==> src/sv/rdpd_pkg.sv <==
// Shared constants, types and helper functions of the row dither pixel detector.
`default_nettype none

package rdpd_pkg;

    localparam int WINDOW_LEN_DEF   = 8;
    localparam int NUM_CHANNELS_DEF = 3;
    // Number of channel fields that a pixel beat carries.
    localparam int NF               = 3;
    localparam int PIX_W            = 16;
    localparam int THR_W            = 15;
    localparam logic [THR_W-1:0] THR_RESET = 15'd1920;
    // Must be a power of two of at least two.
    localparam int QUEUE_DEPTH      = 2;

    typedef logic [PIX_W-1:0] pix_t;

    // One unit of work for the back end: an optional verdict for the held
    // pixel, optionally followed by the end-of-row result.
    typedef struct packed {
        logic            has_judge;
        logic            has_end;
        pix_t [NF-1:0]   pd;
        pix_t [NF-1:0]   pr;
        pix_t [NF-1:0]   dx;
        pix_t [NF-1:0]   diff;
    } job_t;

    function automatic pix_t abs_diff(input pix_t a, input pix_t b);
        logic signed [PIX_W:0] d;
        d = $signed({a[PIX_W-1], a}) - $signed({b[PIX_W-1], b});
        if (d < 0)
        begin
            d = -d;
        end
        return d[PIX_W-1:0];
    endfunction

endpackage

`default_nettype wire

==> src/sv/rdpd_pix_if.sv <==
// Pixel input channel: reference and distorted Lab values plus the row end mark.
`default_nettype none

interface rdpd_pix_if;
    logic                               valid;
    logic                               ready;
    logic signed [rdpd_pkg::PIX_W-1:0]  ref_l;
    logic signed [rdpd_pkg::PIX_W-1:0]  ref_a;
    logic signed [rdpd_pkg::PIX_W-1:0]  ref_b;
    logic signed [rdpd_pkg::PIX_W-1:0]  dist_l;
    logic signed [rdpd_pkg::PIX_W-1:0]  dist_a;
    logic signed [rdpd_pkg::PIX_W-1:0]  dist_b;
    logic                               row_end;

    modport source (
        output valid, ref_l, ref_a, ref_b, dist_l, dist_a, dist_b, row_end,
        input  ready
    );
    modport sink (
        input  valid, ref_l, ref_a, ref_b, dist_l, dist_a, dist_b, row_end,
        output ready
    );
endinterface

`default_nettype wire

==> src/sv/rdpd_res_if.sv <==
// Verdict output channel: the dither flag and the end-of-row mark.
`default_nettype none

interface rdpd_res_if;
    logic valid;
    logic ready;
    logic flagged;
    logic last_of_row;

    modport source (
        output valid, flagged, last_of_row,
        input  ready
    );
    modport sink (
        input  valid, flagged, last_of_row,
        output ready
    );
endinterface

`default_nettype wire

==> src/sv/rdpd_front.sv <==
// Front end: accepts pixel beats, holds the previous pixel and forms jobs.
`default_nettype none

module rdpd_front (
    input  wire logic         clk,
    input  wire logic         rst_n,
    rdpd_pix_if.sink          pixel,
    output logic              job_valid,
    input  wire logic         job_ready,
    output rdpd_pkg::job_t    job,
    output logic              pending
);

    logic            pending_reg;
    logic            pending_next;
    rdpd_pkg::pix_t  pd_reg [rdpd_pkg::NF];
    rdpd_pkg::pix_t  pr_reg [rdpd_pkg::NF];
    rdpd_pkg::pix_t  cur_ref [rdpd_pkg::NF];
    rdpd_pkg::pix_t  cur_dist [rdpd_pkg::NF];
    logic            accept;

    always_comb
    begin
        cur_ref[0]  = pixel.ref_l;
        cur_ref[1]  = pixel.ref_a;
        cur_ref[2]  = pixel.ref_b;
        cur_dist[0] = pixel.dist_l;
        cur_dist[1] = pixel.dist_a;
        cur_dist[2] = pixel.dist_b;

        pixel.ready = job_ready;
        accept      = pixel.valid && job_ready;

        // The held pixel is judged against the arriving one.
        job.has_judge = pending_reg;
        job.has_end   = pixel.row_end;
        for (int c = 0; c < rdpd_pkg::NF; c++)
        begin
            job.pd[c]   = pd_reg[c];
            job.pr[c]   = pr_reg[c];
            job.dx[c]   = rdpd_pkg::abs_diff(cur_dist[c], pd_reg[c]);
            job.diff[c] = rdpd_pkg::abs_diff(pd_reg[c], pr_reg[c]);
        end

        job_valid    = accept && (pending_reg || pixel.row_end);
        pending_next = accept ? !pixel.row_end : pending_reg;
    end

    always_ff @(posedge clk or negedge rst_n)
    begin
        if (!rst_n)
        begin
            pending_reg <= 1'b0;
        end
        else
        begin
            pending_reg <= pending_next;
        end
    end

    always_ff @(posedge clk)
    begin
        if (accept && !pixel.row_end)
        begin
            for (int c = 0; c < rdpd_pkg::NF; c++)
            begin
                pd_reg[c] <= cur_dist[c];
                pr_reg[c] <= cur_ref[c];
            end
        end
    end

    assign pending = pending_reg;

endmodule

`default_nettype wire

==> src/sv/rdpd_queue.sv <==
// Short job queue between the front end and the back end.
`default_nettype none

module rdpd_queue (
    input  wire logic            clk,
    input  wire logic            rst_n,
    input  wire logic            push_valid,
    output logic                 push_ready,
    input  wire rdpd_pkg::job_t  push_data,
    output logic                 pop_valid,
    input  wire logic            pop_ready,
    output rdpd_pkg::job_t       pop_data
);

    localparam int AW = $clog2(rdpd_pkg::QUEUE_DEPTH);
    localparam int CW = $clog2(rdpd_pkg::QUEUE_DEPTH + 1);
    localparam logic [CW-1:0] FULL_COUNT = CW'(rdpd_pkg::QUEUE_DEPTH);

    rdpd_pkg::job_t  slot_reg [rdpd_pkg::QUEUE_DEPTH];
    logic [AW-1:0]   wr_ptr_reg;
    logic [AW-1:0]   wr_ptr_next;
    logic [AW-1:0]   rd_ptr_reg;
    logic [AW-1:0]   rd_ptr_next;
    logic [CW-1:0]   count_reg;
    logic [CW-1:0]   count_next;
    logic            push;
    logic            pop;

    always_comb
    begin
        push_ready  = (count_reg != FULL_COUNT);
        pop_valid   = (count_reg != '0);
        pop_data    = slot_reg[rd_ptr_reg];
        push        = push_valid && push_ready;
        pop         = pop_valid && pop_ready;
        wr_ptr_next = push ? wr_ptr_reg + 1'b1 : wr_ptr_reg;
        rd_ptr_next = pop ? rd_ptr_reg + 1'b1 : rd_ptr_reg;
        count_next  = count_reg + CW'(push) - CW'(pop);
    end

    always_ff @(posedge clk or negedge rst_n)
    begin
        if (!rst_n)
        begin
            wr_ptr_reg <= '0;
            rd_ptr_reg <= '0;
            count_reg  <= '0;
        end
        else
        begin
            wr_ptr_reg <= wr_ptr_next;
            rd_ptr_reg <= rd_ptr_next;
            count_reg  <= count_next;
        end
    end

    always_ff @(posedge clk)
    begin
        if (push)
        begin
            slot_reg[wr_ptr_reg] <= push_data;
        end
    end

endmodule

`default_nettype wire

==> src/sv/rdpd_back.sv <==
// Back end: window sums, verdict compare and the output register.
`default_nettype none

module rdpd_back #(
    parameter int WINDOW_LEN   = rdpd_pkg::WINDOW_LEN_DEF,
    parameter int NUM_CHANNELS = rdpd_pkg::NUM_CHANNELS_DEF
) (
    input  wire logic                       clk,
    input  wire logic                       rst_n,
    input  wire logic [rdpd_pkg::THR_W-1:0] thr,
    input  wire logic                       job_valid,
    output logic                            job_ready,
    input  wire rdpd_pkg::job_t             job,
    rdpd_res_if.source                      verdict
);

    localparam int NCH = (NUM_CHANNELS < rdpd_pkg::NF) ? NUM_CHANNELS : rdpd_pkg::NF;
    localparam int CLW = $clog2(WINDOW_LEN);
    localparam int HW  = (CLW > 0) ? CLW : 1;
    localparam int MW  = $clog2(WINDOW_LEN + 1);
    localparam int VSW = rdpd_pkg::PIX_W + CLW + 1;
    localparam int GSW = rdpd_pkg::PIX_W + CLW;
    localparam int PW  = VSW + MW + 2;
    localparam logic [MW-1:0] M_FULL = MW'(WINDOW_LEN);
    localparam logic [HW-1:0] H_LAST = HW'(WINDOW_LEN - 1);

    // Row state.
    logic [HW-1:0]          head_reg;
    logic [HW-1:0]          head_next;
    logic [MW-1:0]          cnt_reg;
    logic [MW-1:0]          cnt_next;
    logic signed [VSW-1:0]  vsum_reg [NCH];
    logic signed [VSW-1:0]  vsum_next [NCH];
    logic [GSW-1:0]         gsum_reg [NCH];
    logic [GSW-1:0]         gsum_next [NCH];
    rdpd_pkg::pix_t         vwin_reg [NCH][WINDOW_LEN];
    rdpd_pkg::pix_t         gwin_reg [NCH][WINDOW_LEN];

    // Compare stage.
    logic                   a_valid_reg;
    logic                   a_valid_next;
    logic                   a_judge_reg;
    logic                   a_end_reg;
    logic [MW-1:0]          a_m_reg;
    logic signed [VSW-1:0]  a_vsum_reg [NCH];
    logic [GSW-1:0]         a_gsum_reg [NCH];
    rdpd_pkg::pix_t         a_pr_reg [NCH];
    rdpd_pkg::pix_t         a_dx_reg [NCH];
    rdpd_pkg::pix_t         a_diff_reg [NCH];

    // Output register.
    logic                   out_valid_reg;
    logic                   flag_reg;
    logic                   last_reg;
    logic                   end_pend_reg;

    logic                   full;
    logic [MW-1:0]          m_cur;
    logic [HW-1:0]          head_inc;
    logic signed [VSW-1:0]  vs_new [NCH];
    logic [GSW-1:0]         gs_new [NCH];
    logic                   a_load;
    logic                   a_take;
    logic                   load_ok;
    logic [PW-1:0]          p_diff [NCH];
    logic [PW-1:0]          p_grad [NCH];
    logic signed [PW-1:0]   p_ref [NCH];
    logic signed [PW-1:0]   dev [NCH];
    logic [PW-1:0]          dev_abs [NCH];
    logic                   hit;

    always_comb
    begin
        load_ok   = !out_valid_reg || verdict.ready;
        a_take    = a_valid_reg && load_ok && !end_pend_reg;
        job_ready = !a_valid_reg || a_take;
        a_load    = job_valid && job_ready;
        a_valid_next = a_load ? 1'b1 : (a_take ? 1'b0 : a_valid_reg);

        full     = (cnt_reg >= M_FULL);
        m_cur    = full ? M_FULL : cnt_reg + 1'b1;
        head_inc = (head_reg == H_LAST) ? '0 : head_reg + 1'b1;

        // Once the window is full, the oldest entry sits at the head.
        for (int c = 0; c < NCH; c++)
        begin
            vs_new[c] = vsum_reg[c] + VSW'($signed(job.pd[c]))
                        - (full ? VSW'($signed(vwin_reg[c][head_reg])) : '0);
            gs_new[c] = gsum_reg[c] + GSW'(job.dx[c])
                        - (full ? GSW'(gwin_reg[c][head_reg]) : '0);
        end

        head_next = head_reg;
        cnt_next  = cnt_reg;
        for (int c = 0; c < NCH; c++)
        begin
            vsum_next[c] = vsum_reg[c];
            gsum_next[c] = gsum_reg[c];
        end
        if (a_load && job.has_judge)
        begin
            head_next = head_inc;
            cnt_next  = m_cur;
            for (int c = 0; c < NCH; c++)
            begin
                vsum_next[c] = vs_new[c];
                gsum_next[c] = gs_new[c];
            end
        end
        if (a_load && job.has_end)
        begin
            head_next = '0;
            cnt_next  = '0;
            for (int c = 0; c < NCH; c++)
            begin
                vsum_next[c] = '0;
                gsum_next[c] = '0;
            end
        end
    end

    // Means are compared by scaling the pixel terms with the entry count.
    always_comb
    begin
        hit = 1'b0;
        for (int c = 0; c < NCH; c++)
        begin
            p_diff[c]  = PW'(a_diff_reg[c]) * PW'(a_m_reg);
            p_grad[c]  = PW'(a_dx_reg[c]) * PW'(a_m_reg);
            p_ref[c]   = PW'($signed(a_pr_reg[c])) * $signed(PW'(a_m_reg));
            dev[c]     = PW'(a_vsum_reg[c]) - p_ref[c];
            dev_abs[c] = (dev[c] < 0) ? PW'(-dev[c]) : PW'(dev[c]);
            if ((a_diff_reg[c] >= {1'b0, thr}) &&
                (p_diff[c] >= dev_abs[c]) &&
                (p_grad[c] >= PW'(a_gsum_reg[c])))
            begin
                hit = 1'b1;
            end
        end
    end

    always_ff @(posedge clk or negedge rst_n)
    begin
        if (!rst_n)
        begin
            head_reg      <= '0;
            cnt_reg       <= '0;
            for (int c = 0; c < NCH; c++)
            begin
                vsum_reg[c] <= '0;
                gsum_reg[c] <= '0;
            end
            a_valid_reg   <= 1'b0;
            a_judge_reg   <= 1'b0;
            a_end_reg     <= 1'b0;
            out_valid_reg <= 1'b0;
            flag_reg      <= 1'b0;
            last_reg      <= 1'b0;
            end_pend_reg  <= 1'b0;
        end
        else
        begin
            head_reg    <= head_next;
            cnt_reg     <= cnt_next;
            for (int c = 0; c < NCH; c++)
            begin
                vsum_reg[c] <= vsum_next[c];
                gsum_reg[c] <= gsum_next[c];
            end
            a_valid_reg <= a_valid_next;
            if (a_load)
            begin
                a_judge_reg <= job.has_judge;
                a_end_reg   <= job.has_end;
            end
            // A job with both parts gives two beats; the row end beat follows.
            if (load_ok)
            begin
                if (end_pend_reg)
                begin
                    out_valid_reg <= 1'b1;
                    flag_reg      <= 1'b0;
                    last_reg      <= 1'b1;
                    end_pend_reg  <= 1'b0;
                end
                else if (a_valid_reg)
                begin
                    out_valid_reg <= 1'b1;
                    if (a_judge_reg)
                    begin
                        flag_reg     <= hit;
                        last_reg     <= 1'b0;
                        end_pend_reg <= a_end_reg;
                    end
                    else
                    begin
                        flag_reg     <= 1'b0;
                        last_reg     <= 1'b1;
                        end_pend_reg <= 1'b0;
                    end
                end
                else
                begin
                    out_valid_reg <= 1'b0;
                end
            end
        end
    end

    always_ff @(posedge clk)
    begin
        if (a_load)
        begin
            a_m_reg <= m_cur;
            for (int c = 0; c < NCH; c++)
            begin
                a_vsum_reg[c] <= vs_new[c];
                a_gsum_reg[c] <= gs_new[c];
                a_pr_reg[c]   <= job.pr[c];
                a_dx_reg[c]   <= job.dx[c];
                a_diff_reg[c] <= job.diff[c];
            end
        end
        if (a_load && job.has_judge)
        begin
            for (int c = 0; c < NCH; c++)
            begin
                vwin_reg[c][head_reg] <= job.pd[c];
                gwin_reg[c][head_reg] <= job.dx[c];
            end
        end
    end

    assign verdict.valid       = out_valid_reg;
    assign verdict.flagged     = flag_reg;
    assign verdict.last_of_row = last_reg;

endmodule

`default_nettype wire

==> src/sv/row_dither_pixel_detector.sv <==
// Row dither pixel detector top level: threshold register, front end, job queue and back end.
`default_nettype none

// Takes one pixel beat per clock and gives each pixel's dither verdict when the
// next pixel of the row arrives; a beat with row_end set also yields a verdict
// of zero marked last_of_row, so when a pixel is held that beat produces two
// result beats, which the output port sends one right after the other, with no
// other beat between them. The input side keeps taking one beat per cycle as
// long as the two-entry job queue has room. A job passes from the queue into the
// compare stage, where the window sums update as it is loaded, and its compare
// result is then registered in the output register; a stall can hold either step.
// Window sums restart at every row. The user must write diff_threshold through
// cfg_we and cfg_wdata only while the block is idle; the block does not enforce it.
module row_dither_pixel_detector #(
    parameter int WINDOW_LEN   = rdpd_pkg::WINDOW_LEN_DEF,
    parameter int NUM_CHANNELS = rdpd_pkg::NUM_CHANNELS_DEF
) (
    input  wire logic                       clk,
    input  wire logic                       rst_n,
    input  wire logic                       cfg_we,
    input  wire logic [rdpd_pkg::THR_W-1:0] cfg_wdata,
    rdpd_pix_if.sink                        pixel,
    rdpd_res_if.source                      verdict
);

    logic [rdpd_pkg::THR_W-1:0] diff_threshold_reg;
    logic [rdpd_pkg::THR_W-1:0] diff_threshold_next;

    logic            push_valid;
    logic            push_ready;
    rdpd_pkg::job_t  push_job;
    logic            pop_valid;
    logic            pop_ready;
    rdpd_pkg::job_t  pop_job;
    logic            front_pending;

    always_comb
    begin
        diff_threshold_next = cfg_we ? cfg_wdata : diff_threshold_reg;
    end

    always_ff @(posedge clk or negedge rst_n)
    begin
        if (!rst_n)
        begin
            diff_threshold_reg <= rdpd_pkg::THR_RESET;
        end
        else
        begin
            diff_threshold_reg <= diff_threshold_next;
        end
    end

    rdpd_front u_front (
        .clk       (clk),
        .rst_n     (rst_n),
        .pixel     (pixel),
        .job_valid (push_valid),
        .job_ready (push_ready),
        .job       (push_job),
        .pending   (front_pending)
    );

    rdpd_queue u_queue (
        .clk        (clk),
        .rst_n      (rst_n),
        .push_valid (push_valid),
        .push_ready (push_ready),
        .push_data  (push_job),
        .pop_valid  (pop_valid),
        .pop_ready  (pop_ready),
        .pop_data   (pop_job)
    );

    rdpd_back #(
        .WINDOW_LEN   (WINDOW_LEN),
        .NUM_CHANNELS (NUM_CHANNELS)
    ) u_back (
        .clk       (clk),
        .rst_n     (rst_n),
        .thr       (diff_threshold_reg),
        .job_valid (pop_valid),
        .job_ready (pop_ready),
        .job       (pop_job),
        .verdict   (verdict)
    );

    // The row end beat never carries a dither flag.
    a_last_unflagged: assert property (@(posedge clk) disable iff (!rst_n)
        (verdict.valid && verdict.last_of_row) |-> !verdict.flagged)
        else $error("row end verdict is flagged");

    // After a pixel beat, a pixel is held exactly when that beat did not end the row.
    a_hold_follows_row_end: assert property (@(posedge clk) disable iff (!rst_n)
        (pixel.valid && pixel.ready) |=> (front_pending == !$past(pixel.row_end)))
        else $error("held pixel state does not follow row end");

    // Every queued job produces at least one result.
    a_job_not_empty: assert property (@(posedge clk) disable iff (!rst_n)
        (push_valid && push_ready) |-> (push_job.has_judge || push_job.has_end))
        else $error("empty job pushed");

endmodule

`default_nettype wire

==> src/flat_wrapper.sv <==
// flat-port wrapper written by rule: the top's interface ports become plain ports
module row_dither_pixel_detector_flat 
#(
    parameter int WINDOW_LEN   = rdpd_pkg::WINDOW_LEN_DEF,
    parameter int NUM_CHANNELS = rdpd_pkg::NUM_CHANNELS_DEF
)
  (clk, rst_n, cfg_we, cfg_wdata, pixel_valid, pixel_ref_l, pixel_ref_a, pixel_ref_b, pixel_dist_l, pixel_dist_a, pixel_dist_b, pixel_row_end, pixel_ready, verdict_valid, verdict_flagged, verdict_last_of_row, verdict_ready);
  rdpd_pix_if pixel_i ();
  rdpd_res_if verdict_i ();
  input  wire logic clk;
  input  wire logic rst_n;
  input  wire logic cfg_we;
  input  wire logic [rdpd_pkg::THR_W-1:0] cfg_wdata;
  input wire logic [$bits(pixel_i.valid)-1:0] pixel_valid;
  input wire logic [$bits(pixel_i.ref_l)-1:0] pixel_ref_l;
  input wire logic [$bits(pixel_i.ref_a)-1:0] pixel_ref_a;
  input wire logic [$bits(pixel_i.ref_b)-1:0] pixel_ref_b;
  input wire logic [$bits(pixel_i.dist_l)-1:0] pixel_dist_l;
  input wire logic [$bits(pixel_i.dist_a)-1:0] pixel_dist_a;
  input wire logic [$bits(pixel_i.dist_b)-1:0] pixel_dist_b;
  input wire logic [$bits(pixel_i.row_end)-1:0] pixel_row_end;
  output wire logic [$bits(pixel_i.ready)-1:0] pixel_ready;
  output wire logic [$bits(verdict_i.valid)-1:0] verdict_valid;
  output wire logic [$bits(verdict_i.flagged)-1:0] verdict_flagged;
  output wire logic [$bits(verdict_i.last_of_row)-1:0] verdict_last_of_row;
  input wire logic [$bits(verdict_i.ready)-1:0] verdict_ready;
  assign pixel_i.valid = pixel_valid;
  assign pixel_i.ref_l = pixel_ref_l;
  assign pixel_i.ref_a = pixel_ref_a;
  assign pixel_i.ref_b = pixel_ref_b;
  assign pixel_i.dist_l = pixel_dist_l;
  assign pixel_i.dist_a = pixel_dist_a;
  assign pixel_i.dist_b = pixel_dist_b;
  assign pixel_i.row_end = pixel_row_end;
  assign pixel_ready = pixel_i.ready;
  assign verdict_valid = verdict_i.valid;
  assign verdict_flagged = verdict_i.flagged;
  assign verdict_last_of_row = verdict_i.last_of_row;
  assign verdict_i.ready = verdict_ready;
  row_dither_pixel_detector #(.WINDOW_LEN(WINDOW_LEN), .NUM_CHANNELS(NUM_CHANNELS)) u_core (.clk(clk), .rst_n(rst_n), .cfg_we(cfg_we), .cfg_wdata(cfg_wdata), .pixel(pixel_i), .verdict(verdict_i));
endmodule
==> config.mk <==
export PLATFORM = sky130hd
export DESIGN_NAME = row_dither_pixel_detector_flat
export DESIGN_NICKNAME = d
export VERILOG_FILES = /design/src/sv/rdpd_pkg.sv /design/src/sv/rdpd_pix_if.sv /design/src/sv/rdpd_res_if.sv /design/src/sv/rdpd_front.sv /design/src/sv/rdpd_queue.sv /design/src/sv/rdpd_back.sv /design/src/sv/row_dither_pixel_detector.sv /design/src/flat_wrapper.sv
export SDC_FILE = /design/constraint.sdc
export NUM_CORES = 2
export LEC_CHECK = 0
export BUFFER_PORTS_ARGS = -buffer_cell sky130_fd_sc_hd__buf_2
export CORE_MARGIN = 2
export CORE_UTILIZATION = 40
export DETAILED_ROUTE_END_ITERATION = 16
export PLACE_DENSITY_LB_ADDON = 0.15
export SLEW_MARGIN = 0
export SYNTH_ARGS = -nofsm -noshare
export SYNTH_HDL_FRONTEND = slang
export SYNTH_SLANG_ARGS = --single-unit
==> constraint.sdc <==
create_clock -name clk -period 9.2 [get_ports clk]
set_input_delay 0.46 -clock clk [delete_from_list [all_inputs] [get_ports clk]]
set_output_delay 0.46 -clock clk [all_outputs]
set_load 0.03 [all_outputs]
==> results.py <==
metrics = {
    "place": {
        "place_area_mm2": 0.102,
        "dp_cells": 11404,
        "io_buffers": 120,
        "post-place-ws_ns": 0.653,
        "routabilityCongestion": 0.835,
        "dpl.hpwl_mm": 177,
    },
    "die": {
        "die_w_um": 498,
        "dieArea_mm2": 0.248,
        "io-pin-count": 121,
        "die_h_um": 498,
        "initial_core_util_pct": 40.2,
        "core_area_mm2": 0.243,
        "num_rows": 181,
    },
    "run_status": {
        "status": "completed",
    },
    "final_layout": {
        "stdcell_count": 11870,
        "area_growth_pct": 12.2,
        "largest_reg_flops": 388,
        "nFillCells": 22224,
        "stdcell_area_mm2": 0.110,
        "fin_nets": 9719,
        "drive_gt1_share_pct": 7.67,
    },
    "yosys": {
        "yosysTopAreaCell": "edfxtp_1",
        "yosys_warnings": 0,
        "synth-compound-area-share_pct": 11.6,
        "netlist.area_leader.share_pct": 46.6,
        "synthXorXnorAreaFrac_pct": 3.70,
        "synth_most_common_cell": "edfxtp_1",
        "synthCells": 8227,
        "async_flop_share_pct": 9.05,
        "ys_seq_elements": 1668,
        "yosys.area_share.simple_pct": 9.05,
        "yosysSeqAreaShare_pct": 50.5,
        "yosys-top-cells-area": "edfxtp_1 (47%), fa_1 (8.7%), ha_1 (8.6%)",
        "muxShareOfSynthArea_pct": 2.22,
        "synth_edf_count": 1517,
        "syn_avg_cell_area_um2": 11.9,
        "syn_nets": 9442,
        "ys.flop_type": "edfxtp_1",
        "synthAdderAreaFrac_pct": 17.3,
        "ys_top_cells_by_count": "edfxtp_1 (1517), inv_1 (1223), ha_1 (671)",
        "synth_top_family_by_area": "adder cells",
        "yosysUniqueCellTypes": 82,
        "netlist_area_mm2": 0.0978,
    },
    "worst_setup_path": {
        "crit_buf_inv": 5,
        "worst_ep_required_time_ns": 9.99,
        "reg2regPathDepth": 30,
        "critPathTopFamily": "compound AO/OA/AOI/OAI gates",
        "cp_max_fo": 133,
        "r2r_end": "u_core.u_back.verdict.flagged",
        "cp.arrival_ns": 9.26,
        "crit_path_end_kind": "flip-flop",
        "critPathLaunch": "u_core.u_back.a_m_reg[1]",
        "crit_path_start_kind": "flip-flop",
        "critPathKind": "flip-flop to flip-flop",
        "critPathMaxStageDelay_ns": 0.57,
        "timing.rr.start": "u_core.u_back.a_m_reg[1]",
        "slowest_stage": "edfxtp_1",
        "rrSetupSlack_ns": 0.73,
        "cp_common_cell": "inv_1",
    },
    "grt": {
        "grt_pass1_vias": 64651,
        "grt_pass1_wl_mm": 396,
        "antenna_found_initial": 20,
        "grt-ovfl-total": 0,
        "grt_usage_pct": 20.7,
        "grt_max_degree": 134,
    },
    "clocking": {
        "cts_sinks": 1668,
        "cts_made_buffers": 183,
        "ctsRootBufferMaster": "clkbuf_16",
        "clk_pin_slew_worst_paths_ns": 0.06,
        "post-cts-setup-buffers": 0,
        "htree_levels": 4,
        "clk_latency_ns": 0.87,
        "cts_tree": "done",
        "cts.path.max_buffers": 3,
    },
    "timing": {
        "setup_ws_ns": 0.734,
        "holdWs_ns": 0.0964,
        "hold_viol_final": 0,
        "setup_viol": 0,
        "relSlewSlack_pct": 16.8,
        "slew_violations": 0,
        "max_freq_ghz": 0.118,
        "finalCritPeriodShare_pct": 92.0,
        "finClkSkew_ns": 0.0581,
        "finalCriticalPeriod_ns": 8.47,
        "grt_setup_unrepaired": "false",
        "tightestPinTransition_ns": 1.24,
    },
    "routing": {
        "drc_errors": 0,
        "wl_per_cell_um": 21.7,
        "postRouteWirelength_mm": 258,
        "avgViaCountPerCell": 5.34,
        "drt_iter0_drc": 4417,
        "ant_nets": 0,
        "first_pass_iters": 7,
        "vias": 63383,
    },
    "min_path": {
        "hp-start": "cfg_we",
        "holdCritPathClass": "input port to flip-flop",
        "hold_end": "u_core.diff_threshold_reg[10]",
        "holdPathStages": 3,
    },
    "run": {
        "maxCapViolations": 0,
    },
}
==> logic make-up after synthesis <==
logic type,after synthesis
buffers and inverters,1462
adder cells (fa/ha/maj),1098
AND/OR/NAND/NOR,1775
AO/OA/AOI/OAI,1607
XOR/XNOR,413
multiplexers,204
flip-flops,1668
==> worst max path at each step <==
stage          slack, ns                             to  cells after the start
2_1_floorplan      -0.58  u_core.u_queue.slot_reg[0][0]                      3
3_3_place_gp        0.74  u_core.u_back.verdict.flagged                     30
3_5_place_dp        0.65  u_core.u_back.verdict.flagged                     30
4_1_cts             0.70  u_core.u_back.verdict.flagged                     30
5_1_grt            0.001  u_core.u_back.verdict.flagged                     30
6_report            0.73  u_core.u_back.verdict.flagged                     30
==> cells in the final DEF (no fill, tap or decap), types with 119 or more instances in the layout <==
cell	n
dfrtp_1	146
xnor2_1	302
o21ai_0	239
nand2_1	521
inv_1	1222
a21oi_1	233
and2_1	327
fa_1	427
a22o_1	213
a22oi_1	201
clkbuf_16	183
nor3_1	123
nor2_1	319
buf_2	119
ha_1	671
edfxtp_1	1517
a31oi_1	128
==> per-stage QoR <==
stage	TNS [ns]	util [%]
after CTS	0	45.1
after floorplan	-226.54	-
after global placement	0	42.1
after global routing	0	45.1
final	0	45.1
after detailed placement	0	42.1
==> metal layers <==
| layer | global-route usage [%] | wire [µm] |
|---|---|---|
| met1 | 29.4 | 122000 |
| met2 | 33.8 | 120000 |
| met3 | 2.37 | 10600 |
| met4 | 5.42 | 5870 |
| met5 | 0 | 0 |
==> timing repair <==
item	in CTS	in global routing
endpoints found under the hold margin	159	0
resized for setup	0	1
hold buffers	117	0
endpoints found under the setup margin	0	1
==> layout make-up <==
| cell class | instances | area, µm² | share of cell area (%) |
|---|---|---|---|
| Inverter | 1224 | 4600 | 4.20 |
| Tap cell | 3202 | 4010 | 3.65 |
| Sequential cell | 1668 | 49300 | 45.0 |
| Clock inverter | 109 | 1290 | 1.18 |
| Multi-Input combinational cell | 5097 | 43100 | 39.2 |
| Timing Repair Buffer | 330 | 2540 | 2.32 |
| Clock buffer | 230 | 4870 | 4.43 |
| Antenna cell | 10 | 25.0 | 0.0228 |
==> worst min-delay path, cell delays in order <==
cell	delay (ns)
buf_2	0.23
nand2_1	0.09
o21ai_0	0.09
Power is left out: the tool's default activity adds up to more than one toggle a clock period on the data nets, which glitch-free logic cannot reach.
